--- src/hdl/slth_pkg.sv ---
// Package for the script lexer with token hash: token kinds, lexer modes,
// payload structs, character codes and the hash mix/fold helpers.
// No dependencies.
package slth_pkg;

  // Longest kept text of a string, symbol or section
  localparam int MAX_TEXT = 4096;
  localparam int TEXT_W   = 13;
  localparam int CNT_W    = $clog2(MAX_TEXT + 1);
  localparam int LINE_W   = 16;
  localparam int HASH_W   = 32;
  localparam int THASH_W  = 16;
  localparam int NUM_W    = 32;

  // Result queue
  localparam int QDEPTH  = 4;
  localparam int QIDX_W  = $clog2(QDEPTH);
  localparam int QCNT_W  = $clog2(QDEPTH + 1);

  // Character codes
  localparam logic [7:0] CH_SPACE_END = 8'd33;  // codes below this are blank
  localparam logic [7:0] CH_NL     = 8'd10;
  localparam logic [7:0] CH_LPAREN = 8'h28;
  localparam logic [7:0] CH_RPAREN = 8'h29;
  localparam logic [7:0] CH_COMMA  = 8'h2C;
  localparam logic [7:0] CH_COLON  = 8'h3A;
  localparam logic [7:0] CH_MINUS  = 8'h2D;
  localparam logic [7:0] CH_PLUS   = 8'h2B;
  localparam logic [7:0] CH_QUOTE  = 8'h22;
  localparam logic [7:0] CH_BSLASH = 8'h5C;
  localparam logic [7:0] CH_UNDER  = 8'h5F;
  localparam logic [7:0] CH_LOW_N  = 8'h6E;
  localparam logic [7:0] CH_0      = 8'h30;
  localparam logic [7:0] CH_9      = 8'h39;
  localparam logic [7:0] CH_UP_A   = 8'h41;
  localparam logic [7:0] CH_UP_Z   = 8'h5A;
  localparam logic [7:0] CH_LOW_A  = 8'h61;
  localparam logic [7:0] CH_LOW_Z  = 8'h7A;
  localparam logic [7:0] CASE_OFS  = 8'd32;

  typedef enum logic [3:0] {
    KIND_EOF     = 4'd0,
    KIND_OPEN    = 4'd1,
    KIND_CLOSE   = 4'd2,
    KIND_COMMA   = 4'd3,
    KIND_NUMBER  = 4'd4,
    KIND_STRING  = 4'd5,
    KIND_SYMBOL  = 4'd6,
    KIND_SECTION = 4'd7,
    KIND_BAD     = 4'd8
  } tok_kind_t;

  typedef enum logic [2:0] {
    MODE_IDLE = 3'd0,
    MODE_NUM  = 3'd1,
    MODE_SYM  = 3'd2,
    MODE_SEC  = 3'd3,
    MODE_STR  = 3'd4,
    MODE_ESC  = 3'd5
  } lex_mode_t;

  typedef struct packed {
    logic [7:0] in_byte;
    logic       end_of_file;
  } slth_in_t;

  typedef struct packed {
    tok_kind_t                 kind;
    logic signed [NUM_W-1:0]   number_value;
    logic [THASH_W-1:0]        text_hash;
    logic [TEXT_W-1:0]         text_length;
    logic [LINE_W-1:0]         line_number;
    logic                      last;
  } slth_out_t;

  // Token before the hash fold
  typedef struct packed {
    tok_kind_t          kind;
    logic [NUM_W-1:0]   value;
    logic [HASH_W-1:0]  hash;
    logic [TEXT_W-1:0]  len;
    logic [LINE_W-1:0]  line;
    logic               last;
  } slth_raw_t;

  function automatic logic [HASH_W-1:0] mix_char(input logic [HASH_W-1:0] h,
                                                  input logic [7:0] c);
    logic [HASH_W-1:0] t;
    t = h + {{(HASH_W-8){1'b0}}, c};
    t = t + (t << 10);
    t = t ^ (t >> 6);
    return t;
  endfunction

  function automatic logic [THASH_W-1:0] fold_hash(input logic [HASH_W-1:0] h);
    logic [HASH_W-1:0] t;
    t = h + (h << 3);
    t = t ^ (t >> 11);
    t = t + (t << 15);
    return t[THASH_W-1:0] ^ t[HASH_W-1:THASH_W];
  endfunction

  function automatic slth_out_t to_out(input slth_raw_t r);
    slth_out_t o;
    o.kind         = r.kind;
    o.number_value = r.value;
    o.text_hash    = fold_hash(r.hash);
    o.text_length  = r.len;
    o.line_number  = r.line;
    o.last         = r.last;
    return o;
  endfunction

endpackage

--- src/hdl/script_lexer_with_token_hash_core.sv ---
// Script lexer top level: byte-in, token-out lexer with folded text hash.
// Depends on slth_pkg.
//
// Usage:
//   Input channel (in_valid/in_ready/in_data) takes one source byte per beat,
//   or an end-of-file marker (in_data.end_of_file = 1, byte ignored).
//   Output channel (out_valid/out_ready/out_data) gives one token per beat;
//   out_data.last marks the final token caused by an input beat. A beat may
//   cause zero, one or two tokens.
//   The tokens of a byte are registered in the lexer stage, then hash-folded
//   into the result queue, from which out_data is read.
//   Throughput: one byte per cycle while each byte yields at most one token
//   and out_ready stays high; a byte that yields two tokens costs two output
//   beats. in_ready is set by the result queue fill plus the tokens in
//   flight, and drops when fewer than two free queue slots are assured.
//   Reset (rst_n low, synchronous) returns the lexer to between tokens,
//   line counter to 1, and empties the queue.
//   When the receiver stalls, tokens wait in a 4-entry queue and input
//   is held off once the queue cannot absorb another two tokens.
module script_lexer_with_token_hash_core (
  input  logic                clk,
  input  logic                rst_n,
  input  logic                in_valid,
  output logic                in_ready,
  input  slth_pkg::slth_in_t  in_data,
  output logic                out_valid,
  input  logic                out_ready,
  output slth_pkg::slth_out_t out_data
);

  // Lexer state
  slth_pkg::lex_mode_t              mode_r, mode_nxt;
  logic [slth_pkg::HASH_W-1:0]      hash_r, hash_nxt;
  logic [slth_pkg::NUM_W-1:0]       num_r, num_nxt;
  logic                             neg_r, neg_nxt;
  logic [slth_pkg::CNT_W-1:0]       cnt_r, cnt_nxt;
  logic [slth_pkg::LINE_W-1:0]      line_r, line_nxt;

  // Stage 1 result registers
  logic                             s1_vld_r;
  logic [1:0]                       s1_n_r;
  slth_pkg::slth_raw_t              s1_res0_r, s1_res1_r;

  // Result queue
  slth_pkg::slth_out_t              q_mem [slth_pkg::QDEPTH];
  logic [slth_pkg::QIDX_W-1:0]      wr_ptr_r, rd_ptr_r;
  logic [slth_pkg::QCNT_W-1:0]      qcnt_r, qcnt_nxt;

  logic                             in_fire, out_fire;
  logic [7:0]                       c;
  logic                             is_eof;
  logic                             c_digit, c_alpha, c_symch;
  logic [3:0]                       c_dval;

  // Candidate tokens: finish of current token, eof or single-char token,
  // and text-limit flush
  slth_pkg::slth_raw_t              tok_a, tok_b, tok_c;
  logic                             a_v, b_v, c_v;
  logic                             idle_go, text_go;
  logic [7:0]                       text_chr, text_lc;
  logic [slth_pkg::HASH_W-1:0]      text_hash;
  logic [slth_pkg::CNT_W-1:0]       text_cnt;
  slth_pkg::slth_raw_t              res0, res1;
  logic [1:0]                       res_n;
  logic [2:0]                       in_flight;
  logic [slth_pkg::QCNT_W:0]        pend;

  assign c       = in_data.in_byte;
  assign is_eof  = in_data.end_of_file;
  assign in_fire = in_valid && in_ready;

  assign c_digit = c inside {[slth_pkg::CH_0:slth_pkg::CH_9]};
  assign c_alpha = (c inside {[slth_pkg::CH_UP_A:slth_pkg::CH_UP_Z]}) ||
                   (c inside {[slth_pkg::CH_LOW_A:slth_pkg::CH_LOW_Z]});
  assign c_symch = c_alpha || c_digit || (c == slth_pkg::CH_UNDER);
  assign c_dval  = 4'(c - slth_pkg::CH_0);

  // Token that the current mode would emit if it ended now
  always_comb begin
    tok_a       = '0;
    tok_a.line  = line_r;
    tok_a.kind  = slth_pkg::KIND_STRING;
    case (mode_r)
      slth_pkg::MODE_NUM: begin
        tok_a.kind  = slth_pkg::KIND_NUMBER;
        tok_a.value = neg_r ? (slth_pkg::NUM_W'(0) - num_r) : num_r;
      end
      slth_pkg::MODE_SYM: tok_a.kind = slth_pkg::KIND_SYMBOL;
      slth_pkg::MODE_SEC: tok_a.kind = slth_pkg::KIND_SECTION;
      default:            tok_a.kind = slth_pkg::KIND_STRING;
    endcase
    if (mode_r != slth_pkg::MODE_NUM) begin
      tok_a.hash = hash_r;
      tok_a.len  = slth_pkg::TEXT_W'(cnt_r);
    end
  end

  // Lexer next state
  always_comb begin
    mode_nxt  = mode_r;
    hash_nxt  = hash_r;
    num_nxt   = num_r;
    neg_nxt   = neg_r;
    cnt_nxt   = cnt_r;
    line_nxt  = line_r;
    a_v       = 1'b0;
    b_v       = 1'b0;
    c_v       = 1'b0;
    idle_go   = 1'b0;
    text_go   = 1'b0;
    text_chr  = c;
    text_lc   = c;
    text_hash = '0;
    text_cnt  = '0;
    tok_b      = '0;
    tok_b.line = line_r;
    tok_c      = '0;
    tok_c.line = line_r;

    if (is_eof) begin
      a_v        = (mode_r != slth_pkg::MODE_IDLE);
      b_v        = 1'b1;
      tok_b.kind = slth_pkg::KIND_EOF;
      mode_nxt   = slth_pkg::MODE_IDLE;
      hash_nxt   = '0;
      num_nxt    = '0;
      neg_nxt    = 1'b0;
      cnt_nxt    = '0;
    end else begin
      case (mode_r)
        slth_pkg::MODE_NUM: begin
          if (c_digit) begin
            num_nxt = (num_r << 3) + (num_r << 1) +
                      {{(slth_pkg::NUM_W-4){1'b0}}, c_dval};
          end else begin
            a_v     = 1'b1;
            idle_go = 1'b1;
          end
        end
        slth_pkg::MODE_SYM, slth_pkg::MODE_SEC: begin
          if (c_symch) begin
            text_go = 1'b1;
          end else begin
            a_v     = 1'b1;
            idle_go = 1'b1;
          end
        end
        slth_pkg::MODE_STR: begin
          if (c == slth_pkg::CH_QUOTE) begin
            a_v      = 1'b1;
            mode_nxt = slth_pkg::MODE_IDLE;
            hash_nxt = '0;
            cnt_nxt  = '0;
          end else if (c == slth_pkg::CH_BSLASH) begin
            mode_nxt = slth_pkg::MODE_ESC;
          end else begin
            text_go = 1'b1;
          end
        end
        slth_pkg::MODE_ESC: begin
          mode_nxt = slth_pkg::MODE_STR;
          if ((c == slth_pkg::CH_BSLASH) || (c == slth_pkg::CH_QUOTE)) begin
            text_go = 1'b1;
          end else if (c == slth_pkg::CH_LOW_N) begin
            text_go  = 1'b1;
            text_chr = slth_pkg::CH_NL;
          end
        end
        default: idle_go = 1'b1;
      endcase

      // Byte seen between tokens (also the byte that ended a number, symbol or section)
      if (idle_go) begin
        mode_nxt = slth_pkg::MODE_IDLE;
        hash_nxt = '0;
        num_nxt  = '0;
        neg_nxt  = 1'b0;
        cnt_nxt  = '0;
        if (c < slth_pkg::CH_SPACE_END) begin
          if (c == slth_pkg::CH_NL) begin
            line_nxt = line_r + slth_pkg::LINE_W'(1);
          end
        end else if (c == slth_pkg::CH_LPAREN) begin
          b_v        = 1'b1;
          tok_b.kind = slth_pkg::KIND_OPEN;
        end else if (c == slth_pkg::CH_RPAREN) begin
          b_v        = 1'b1;
          tok_b.kind = slth_pkg::KIND_CLOSE;
        end else if (c == slth_pkg::CH_COMMA) begin
          b_v        = 1'b1;
          tok_b.kind = slth_pkg::KIND_COMMA;
        end else if (c == slth_pkg::CH_COLON) begin
          mode_nxt = slth_pkg::MODE_SEC;
        end else if (c_alpha || (c == slth_pkg::CH_UNDER)) begin
          mode_nxt = slth_pkg::MODE_SYM;
          text_go  = 1'b1;
        end else if (c == slth_pkg::CH_MINUS) begin
          mode_nxt = slth_pkg::MODE_NUM;
          neg_nxt  = 1'b1;
        end else if (c == slth_pkg::CH_PLUS) begin
          mode_nxt = slth_pkg::MODE_NUM;
        end else if (c_digit) begin
          mode_nxt = slth_pkg::MODE_NUM;
          num_nxt  = {{(slth_pkg::NUM_W-4){1'b0}}, c_dval};
        end else if (c == slth_pkg::CH_QUOTE) begin
          mode_nxt = slth_pkg::MODE_STR;
        end else begin
          b_v        = 1'b1;
          tok_b.kind = slth_pkg::KIND_BAD;
        end
      end

      // Keep one text character, lower-cased for the hash; flush when the text is full
      if (text_go) begin
        text_lc   = (text_chr inside {[slth_pkg::CH_UP_A:slth_pkg::CH_UP_Z]}) ?
                    (text_chr + slth_pkg::CASE_OFS) : text_chr;
        text_hash = slth_pkg::mix_char(hash_nxt, text_lc);
        text_cnt  = cnt_nxt + slth_pkg::CNT_W'(1);
        hash_nxt  = text_hash;
        cnt_nxt   = text_cnt;
        if (text_cnt >= slth_pkg::CNT_W'(slth_pkg::MAX_TEXT)) begin
          c_v       = 1'b1;
          tok_c.hash = text_hash;
          tok_c.len  = slth_pkg::TEXT_W'(text_cnt);
          case (mode_nxt)
            slth_pkg::MODE_SYM: tok_c.kind = slth_pkg::KIND_SYMBOL;
            slth_pkg::MODE_SEC: tok_c.kind = slth_pkg::KIND_SECTION;
            default:            tok_c.kind = slth_pkg::KIND_STRING;
          endcase
          mode_nxt = slth_pkg::MODE_IDLE;
          hash_nxt = '0;
          cnt_nxt  = '0;
        end
      end
    end
  end

  // Pack up to two tokens in order, mark the final one
  always_comb begin
    res_n = 2'(a_v) + 2'(b_v) + 2'(c_v);
    res0  = a_v ? tok_a : (b_v ? tok_b : tok_c);
    res1  = a_v ? (b_v ? tok_b : tok_c) : tok_c;
    res0.last = (res_n == 2'd1);
    res1.last = (res_n == 2'd2);
  end

  always_ff @(posedge clk) begin
    if (!rst_n) begin
      mode_r   <= slth_pkg::MODE_IDLE;
      hash_r   <= '0;
      num_r    <= '0;
      neg_r    <= 1'b0;
      cnt_r    <= '0;
      line_r   <= slth_pkg::LINE_W'(1);
      s1_vld_r <= 1'b0;
      s1_n_r   <= '0;
    end else begin
      s1_vld_r <= in_fire;
      if (in_fire) begin
        mode_r <= mode_nxt;
        hash_r <= hash_nxt;
        num_r  <= num_nxt;
        neg_r  <= neg_nxt;
        cnt_r  <= cnt_nxt;
        line_r <= line_nxt;
        s1_n_r <= res_n;
      end
    end
  end

  always_ff @(posedge clk) begin
    if (in_fire) begin
      s1_res0_r <= res0;
      s1_res1_r <= res1;
    end
  end

  // Fold stage into result queue
  assign in_flight = s1_vld_r ? {1'b0, s1_n_r} : 3'd0;
  assign pend      = {1'b0, qcnt_r} + (slth_pkg::QCNT_W + 1)'(in_flight);
  assign in_ready  = (pend <= (slth_pkg::QCNT_W + 1)'(slth_pkg::QDEPTH - 2));

  assign out_valid = (qcnt_r != '0);
  assign out_fire  = out_valid && out_ready;
  assign out_data  = q_mem[rd_ptr_r];

  assign qcnt_nxt = qcnt_r + slth_pkg::QCNT_W'(in_flight) -
                    slth_pkg::QCNT_W'(out_fire);

  always_ff @(posedge clk) begin
    if (s1_vld_r && (s1_n_r != 2'd0)) begin
      q_mem[wr_ptr_r] <= slth_pkg::to_out(s1_res0_r);
    end
    if (s1_vld_r && (s1_n_r == 2'd2)) begin
      q_mem[wr_ptr_r + slth_pkg::QIDX_W'(1)] <= slth_pkg::to_out(s1_res1_r);
    end
  end

  always_ff @(posedge clk) begin
    if (!rst_n) begin
      wr_ptr_r <= '0;
      rd_ptr_r <= '0;
      qcnt_r   <= '0;
    end else begin
      wr_ptr_r <= wr_ptr_r + slth_pkg::QIDX_W'(in_flight);
      if (out_fire) begin
        rd_ptr_r <= rd_ptr_r + slth_pkg::QIDX_W'(1);
      end
      qcnt_r <= qcnt_nxt;
    end
  end

  // Checks
  a_q_bound: assert property (@(posedge clk) disable iff (!rst_n)
    qcnt_r <= slth_pkg::QCNT_W'(slth_pkg::QDEPTH))
    else $error("result queue overfilled");

  a_s1_follow: assert property (@(posedge clk) disable iff (!rst_n)
    in_fire |=> s1_vld_r)
    else $error("accepted beat missing from lexer stage");

  a_last_two: assert property (@(posedge clk) disable iff (!rst_n)
    (s1_vld_r && (s1_n_r == 2'd2)) |-> (!s1_res0_r.last && s1_res1_r.last))
    else $error("last flag wrong on two-token beat");

  a_last_one: assert property (@(posedge clk) disable iff (!rst_n)
    (s1_vld_r && (s1_n_r == 2'd1)) |-> s1_res0_r.last)
    else $error("last flag missing on single-token beat");

  a_idle_clean: assert property (@(posedge clk) disable iff (!rst_n)
    (mode_r == slth_pkg::MODE_IDLE) |-> ((cnt_r == '0) && (hash_r == '0)))
    else $error("text state left over between tokens");

endmodule
--- config.mk ---
export PLATFORM = sky130hd
export DESIGN_NAME = script_lexer_with_token_hash_core
export DESIGN_NICKNAME = d
export VERILOG_FILES = /design/src/hdl/slth_pkg.sv /design/src/hdl/script_lexer_with_token_hash_core.sv
export SDC_FILE = /design/constraint.sdc
export NUM_CORES = 1
export LEC_CHECK = 0
export ABC_AREA = 1
export BUFFER_PORTS_ARGS = -buffer_cell sky130_fd_sc_hd__buf_2
export CORE_UTILIZATION = 25
export DETAILED_ROUTE_END_ITERATION = 8
export SYNTH_ARGS = -nofsm -noshare
export SYNTH_HDL_FRONTEND = slang
export SYNTH_SLANG_ARGS = --single-unit
--- constraint.sdc ---
create_clock -name clk -period 20.9 [get_ports clk]
set_clock_uncertainty 0.1 [all_clocks]
set_input_delay 1.045 -clock clk [delete_from_list [all_inputs] [get_ports clk]]
set_output_delay 1.045 -clock clk [all_outputs]
set_load 0.03 [all_outputs]
==> results of run 1 <==
layout make-up:
class | instances | area, um2
Fill cell | 14500 | 98500
Inverter | 389 | 1470
Sequential cell | 585 | 16500
Clock inverter | 35 | 510
Tap cell | 1794 | 2240
Timing Repair Buffer | 127 | 713
Clock buffer | 68 | 1450
Multi-Input combinational cell | 2844 | 16300
worst max-delay path, delay by kind of cell (launching register included):
kind	cells	cell delay, ns
AOI/OAI and AO/OA	19	3.64
xor gates and xnor gates	4	0.92
adders and majority gates	3	0.98
DFF	1	0.48
and+or+nand+nor	6	0.52
power by group:
part | leakage [uW] | switching (uW) | internal, uW
clock network | 0.000937 | 461 | 623
registers | 0.00533 | 77.8 | 1630
logic | 0.00910 | 2060 | 1040
state kept, by name, summed over array words and instances, names as in the netlist, named ones only:
name       count
wr_ptr_r       2
q_mem        328
num_r         32
line_r        16
cnt_r         13
mode_r         3
s1_res0_r     98
s1_res1_r     50
qcnt_r         3
neg_r          1
hash_r        32
s1_n_r         2
rd_ptr_r       2
s1_vld_r       1
layer usage:
metal | global-route usage | wire [um] | up-vias
li1 | - | - | 13600
met1 | 0.181 | 44000 | 13000
met2 | 0.220 | 44800 | 724
met3 | 0.0203 | 5860 | 126
met4 | 0.0376 | 2260 | 14
met5 | 0 | 85 | -
cells in the mapped netlist, types with 12 or more instances:
master and number:
inv_2 17, nand2_1 647, a21boi_0 19, o21bai_1 13, nand2_2 20, xor2_1 170, o22ai_1 116, xnor2_1 89
a21oi_1 241, clkbuf_1 135, nor2_1 528, o211ai_1 19, edfxtp_1 476, nand4_1 26, nor3_1 63, o21ai_0 416
a211oi_1 12, nand3_1 133, ha_1 182, inv_1 366, dfxtp_1 109
worst min path at each step:
stage	from	to
after floorplan	line_r[13]$_SDFFE_PN0P_	s1_res0_r[14]$_DFFE_PP_
after global placement	line_r[12]$_SDFFE_PN0P_	s1_res0_r[13]$_DFFE_PP_
after detailed placement	line_r[12]$_SDFFE_PN0P_	s1_res0_r[13]$_DFFE_PP_
after CTS	cnt_r[7]$_SDFFE_PN0P_	cnt_r[7]$_SDFFE_PN0P_
after global routing	hash_r[21]$_SDFFE_PN0P_	hash_r[21]$_SDFFE_PN0P_
final	line_r[12]$_SDFFE_PN0P_	s1_res0_r[13]$_DFFE_PP_
logic make-up after synthesis:
kind of cell               Yosys count  synth area share
buffers and inverters              548            0.0606
DFF                                585             0.474
xor gates and xnor gates           266            0.0689
adders and majority gates          193            0.0718
and+or+nand+nor                   1496             0.184
AOI/OAI and AO/OA                  889             0.141
through the flow:
stage | std cells | power, uW
final | 5842 | 5880
after global routing | 5842 | 6350
after CTS | 5842 | 5920
after detailed placement | 5739 | 4820
after global placement | 5739 | 4780
after floorplan | 3977 | 4000
==> run_results.csv, run 1 <==
group,metric,value,unit
run_status,status,"finished, final reports clean",
clock_tree,clk_pin_slew,0.06,ns
die,placementRows,136,
place,placed_area,0.0372,mm2
power,power.density,150,mW/mm2
place,io_buffers,96,
final_layout,nets,4208,
timing,final.period_utilization,0.332,
synthesis,syn-num-nets,4183,
run,cap_violations,0,
power,p_leak,0.0154,uW
timing,drv_slew,0,
place,hpwlAfterDp,69600,um
route,drc_errors,0,
route,post_drt_wl_per_cell,16.6,um
power,peakVddDrop,0.139,mV
setup_path,slowest_delay,0.48,ns
synthesis,netlist_instances,3977,
final_layout,layout_commonest_cell,"nand2_1",
timing,tightest_slew,1.09,ns
final_layout,design_area,0.0391,mm2
synthesis,ys.flop_type,"edfxtp_1",
setup_path,end_kind,"flop",
die,die_y,375,um
timing,rsz0062_at_grt,"false",
die,dieWidth,375,um
timing,period_minus_slack,6.95,ns
clock_tree,cts-htree-levels,2,
route,totalWireLength,97000,um
route,drt_iter0_drc,2068,
die,ios,97,
clock_tree,cts_resized,0,
setup_path,crit_end,"q_mem[3][43]$_DFFE_PP_",
route,vias,27500,
synthesis,synth_edf_count,476,
global_route,grt_pass1_vias,25900,
clock_tree,cts_setup_buffers,0,
global_route,grt_max_degree,99,
die,core-area,0.138,mm2
final_layout,drive_gt1_frac,0.0852,
setup_path,path_class,"reg2reg",
global_route,grt_pass1_wl,150000,um
setup_path,critPathSlowestCell,"edfxtp_1",
timing,setup_viol,0,
place,finalWeightedCongestion,0.941,
die,start_util,0.253,
clock_tree,numCtsBuffers,55,
place,preCtsSetupSlack,13.81,ns
global_route,antenna_found_initial,13,
setup_path,required,21.14,ns
die,die-area,0.141,mm2
synthesis,syn_avg_cell_area,8.74,um2
worst_hold_path,holdCritPathClass,"reg2reg",
timing,max_slew_margin,0.267,
route,first_pass_iters,8,
clock_tree,clkLatencyLatePin,0.65,ns
setup_path,r2r-start,"s1_res0_r[31]$_DFFE_PP_",
global_route,grt_usage,0.134,
synthesis,synth_top_cell_by_area,"edfxtp_1",
worst_hold_path,whs_path_depth,0,
clock_tree,holdBufCountCts,0,
synthesis,ys_ff_latch,585,
setup_path,critPathLaunch,"s1_res0_r[31]$_DFFE_PP_",
final_layout,final_util,0.284,
global_route,overflow,0,
timing,fin_ws,13.95,ns
setup_path,crit_top_cell,"o21ai_0",
final_layout,n_antenna_cell,0,
setup_path,timing.rr.end,"q_mem[3][43]$_DFFE_PP_",
final_layout,syn_to_final_growth,12.6,%
final_layout,layout_common_cells,"nand2_1 (646), nor2_1 (523), edfxtp_1 (476), o21ai_0 (411), inv_1 (360)",
synthesis,synthTopCellsByArea,"edfxtp_1 (41%), nand2_1 (7.0%), ha_1 (6.5%)",
setup_path,crit_path_max_fanout,4,
clock_tree,clockRootBuffer,"clkbuf_16",
clock_tree,cts_tree,"yes",
synthesis,yosysWarnings,0,
route,routed_via_density,4.70,
synthesis,post_synth_num_cell_types,58,
timing,hold_viol,0,
synthesis,synth.top_cell.area_share,0.411,
synthesis,synthArstFlopShare,0,
clock_tree,cts.sinks,585,
clock_tree,clk_path_buf_depth,3,
setup_path,arrival,7.19,ns
timing,tns,0,ns
synthesis,ys_seq_area_frac,0.474,
setup_path,rr_worst_depth,32,
timing,hold_ws,0.362,ns
timing,fmax,0.144,GHz
synthesis,synth_area,0.0348,mm2
route,ant_nets,0,
setup_path,start_kind,"flop",
setup_path,r2r_setup_slack,13.95,ns
Power figures use the tool's default switching activity.
==> run 2, diff against run 1 <==
ABC_AREA = 0   (was 1)
clock period = 6.1 ns   (was 20.9 ns; I/O delays follow)
==> run 2 against run 1 <==
Against the previous run: the flow now finishes with violations (DRC, setup timing); maximum frequency increased by 6.3%; routed wire length down 2.8%; first-iteration DRC count down 14%; setup slack got worse by 14 ns; global-route usage down 0.057 points; combinational power grew to 4.3 times the previous value; sequential share of layout area shrank 3.3 points; clock power grew to 3.6 times the previous value; count of clock-buffer cells in the layout rose by 1; utilization rose by 3.3 points; non-clock buffer count rose by 412; largest cell class is now multi-input gates.
==> run_results.csv, run 2 <==
group,metric,value,unit
setup_path,crit_path_max_fanout,5,
timing,drv_slew,0,
global_route,overflow,0,
synthesis,synth_top_family_by_area,"simple AND/OR/NAND/NOR gates",
setup_path,timing.rr.end,"s1_res0_r[54]$_DFFE_PP_",
die,ios,97,
route,totalWireLength,94300,um
final_layout,multi_input_comb_area,0.0175,mm2
setup_path,critPathSlowestCell,"fa_2",
synthesis,synth_commonest_cells,"edfxtp_1 (476), nand2_1 (414), nor2_1 (253)",
setup_path,rr_worst_depth,34,
die,placementRows,134,
synthesis,synth_edf_count,476,
synthesis,synth_compound_area_frac,0.117,
synthesis,synthMuxAreaShare,0.0584,
setup_path,end_kind,"flop",
die,core-area,0.134,mm2
route,drc_errors,14,
synthesis,post_synth_num_cell_types,86,
place,dp.cells,5231,
final_layout,layout_common_cells,"edfxtp_1 (476), buf_4 (424), nand2_1 (412), nor2_1 (242), ha_1 (175)",
route,vias,25400,
final_layout,seq_area,0.0165,mm2
final_layout,syn_to_final_growth,25.8,%
final_layout,num-fill-cells,13500,
setup_path,arrival,6.82,ns
timing,period_minus_slack,6.53,ns
timing,final.period_utilization,1.07,
setup_path,r2r-start,"mode_r[0]$_SDFFE_PN0P_",
setup_path,required,6.38,ns
synthesis,synthSimpleGateAreaFrac,0.158,
run_status,status,"finished, violations left",
timing,setup_viol,53,
synthesis,ys_ff_latch,585,
setup_path,path_class,"reg2reg",
synthesis,netlist_instances,3129,
run_status,violations,"DRC, setup timing",
power,peakVddDrop,0.617,mV
synthesis,synth_xor_area_frac,0.0825,
global_route,grt_pass1_vias,24500,
clock_tree,cts_tree,"yes",
setup_path,slowest_delay,0.38,ns
power,p_leak,0.0168,uW
clock_tree,clk_pin_slew,0.07,ns
route,routed_via_density,4.68,
power,power.density,537,mW/mm2
clock_tree,clkLatencyLatePin,0.66,ns
final_layout,layout_commonest_cell,"edfxtp_1",
run,cap_violations,0,
worst_hold_path,whs_path_depth,4,
die,die-area,0.137,mm2
final_layout,fin_cells,5416,
worst_hold_path,hold_path_end,"rd_ptr_r[0]$_SDFFE_PN0P_",
final_layout,reg_top3,"q_mem: 328 flops, s1_res0_r: 98 flops, s1_res1_r: 50 flops",
global_route,grt_pass1_wl,144000,um
synthesis,ys_seq_area_frac,0.487,
timing,fin_ws,-0.435,ns
timing,rsz0062_at_grt,"true",
global_route,grt_usage,0.133,
place,io_buffers,96,
synthesis,synth.top_cell.area_share,0.423,
route,first_pass_iters,9,
final_layout,regMostFlops,"q_mem",
clock_tree,cts.sinks,585,
global_route,antenna_found_initial,1,
worst_hold_path,hold_start,"out_ready",
clock_tree,clk_path_buf_depth,3,
timing,max_slew_margin,0.199,
synthesis,syn-num-nets,3335,
clock_tree,holdBufCountCts,0,
synthesis,syn_avg_cell_area,10.8,um2
synthesis,synthTopCellsByArea,"edfxtp_1 (42%), ha_1 (6.7%), dfxtp_1 (6.5%)",
die,die_y,370,um
place,hpwlAfterDp,66800,um
final_layout,design_area,0.0425,mm2
die,dieWidth,370,um
synthesis,synthAdderAreaFrac,0.0742,
place,placed_area,0.0391,mm2
clock_tree,numCtsBuffers,61,
synthesis,ys.flop_type,"edfxtp_1",
synthesis,synthArstFlopShare,0,
final_layout,nets,3801,
global_route,grt_max_degree,75,
synthesis,synth_top_cell_by_area,"edfxtp_1",
setup_path,start_kind,"flop",
route,post_drt_wl_per_cell,17.4,um
synthesis,yosysMostFrequentCell,"edfxtp_1",
place,finalWeightedCongestion,0.920,
timing,hold_viol,0,
clock_tree,clockRootBuffer,"clkbuf_16",
final_layout,largest_reg_flops,328,
setup_path,r2r_setup_slack,-0.43,ns
worst_hold_path,holdCritPathClass,"in2reg",
route,drt_iter0_drc,1772,
synthesis,yosysWarnings,0,
route,ant_nets,0,
clock_tree,cts-htree-levels,2,
synthesis,synth_area,0.0338,mm2
timing,fmax,0.153,GHz
die,start_util,0.253,
timing,tightest_slew,1.20,ns
final_layout,drive_gt1_frac,0.249,
## run 2: cell count changes after synthesis, moves of 73 or more
cell	previous run	this run
and2_1	5	108
nand2_1	647	414
a21oi_1	241	158
o22ai_1	116	3
xnor2_1	89	173
nor2b_1	0	96
inv_1	366	71
nor2_1	528	253
o21ai_0	416	155
nand3_1	133	60
mux4_2	0	82
a21o_1	10	85
## run 2: what timing repair did
action / 4_1_cts / 5_1_grt
gates resized for setup: 84 / 102
setup endpoints to repair: 83 / 101
pin swaps: 48 / 76
setup buffers: 51 / 28
## run 2: layer usage
layer / GRT usage / up-vias / wire, um
met2: 0.217 / 610 / 43400
met3: 0.0184 / 97 / 5260
li1: - / 12300 / -
met1: 0.187 / 12400 / 43800
met4: 0.0300 / 0 / 1860
met5: 0 / - / 0
## run 2: worst max path at each step
stage	start	slack [ns]	endpoint
floorplan	in_data[8]	-0.86	s1_res0_r[54]$_DFFE_PP_
global placement	in_data[8]	-0.88	s1_res0_r[52]$_DFFE_PP_
detailed placement	in_data[5]	-0.89	s1_res0_r[52]$_DFFE_PP_
CTS	mode_r[1]$_SDFFE_PN0P_	-0.30	s1_res0_r[52]$_DFFE_PP_
global route	mode_r[1]$_SDFFE_PN0P_	-0.81	s1_res0_r[54]$_DFFE_PP_
finish	mode_r[0]$_SDFFE_PN0P_	-0.43	s1_res0_r[54]$_DFFE_PP_
## run 2: power breakdown
part	internal [uW]	switching, uW	leakage (uW)
sequential	5490	298	0.00532
combinational	6040	7110	0.0105
clock	2230	1650	0.00101
total	13800	9060	0.0168
## run 2: stage by stage
step | worst slack (ns) | utilization | hold slack [ns] | setup TNS [ns] | power [uW]
2_1_floorplan | -0.857 | - | 0.328 | -19.41 | 13600
3_3_place_gp | -0.878 | 0.292 | 0.335 | -42.89 | 17600
3_5_place_dp | -0.893 | 0.292 | 0.339 | -46.09 | 17800
4_1_cts | -0.305 | 0.313 | 0.134 | -6.62 | 22300
5_1_grt | -0.814 | 0.318 | 0.203 | -35.00 | 24400
6_report | -0.435 | 0.318 | 0.201 | -9.62 | 22800
## run 2: logic make-up after synthesis
family	Yosys count
multiplexers	94
buffers and inverters	207
XOR/XNOR	307
adder cells (fa/ha/maj)	194
AO/OA/AOI/OAI	617
flip-flops	585
AND/OR/NAND/NOR	1125
## run 2: area by class of cell
class	instances	area share
multi-input combinational	2337	0.413
timing repair buffer	539	0.0914
clock inverter	46	0.0123
antenna	1	0.0000589
tap	1768	0.0520
clock buffer	69	0.0373
sequential	585	0.388
inverter	71	0.00639
## run 2: critical path: cells and delay by family (launching register included)
family	cells	cell delay, ns
compound gates	15	2.67
simple gates	9	1.09
buf+inv	4	0.56
fa+ha+maj	3	0.77
xor+xnor	3	0.70
flops	1	0.36
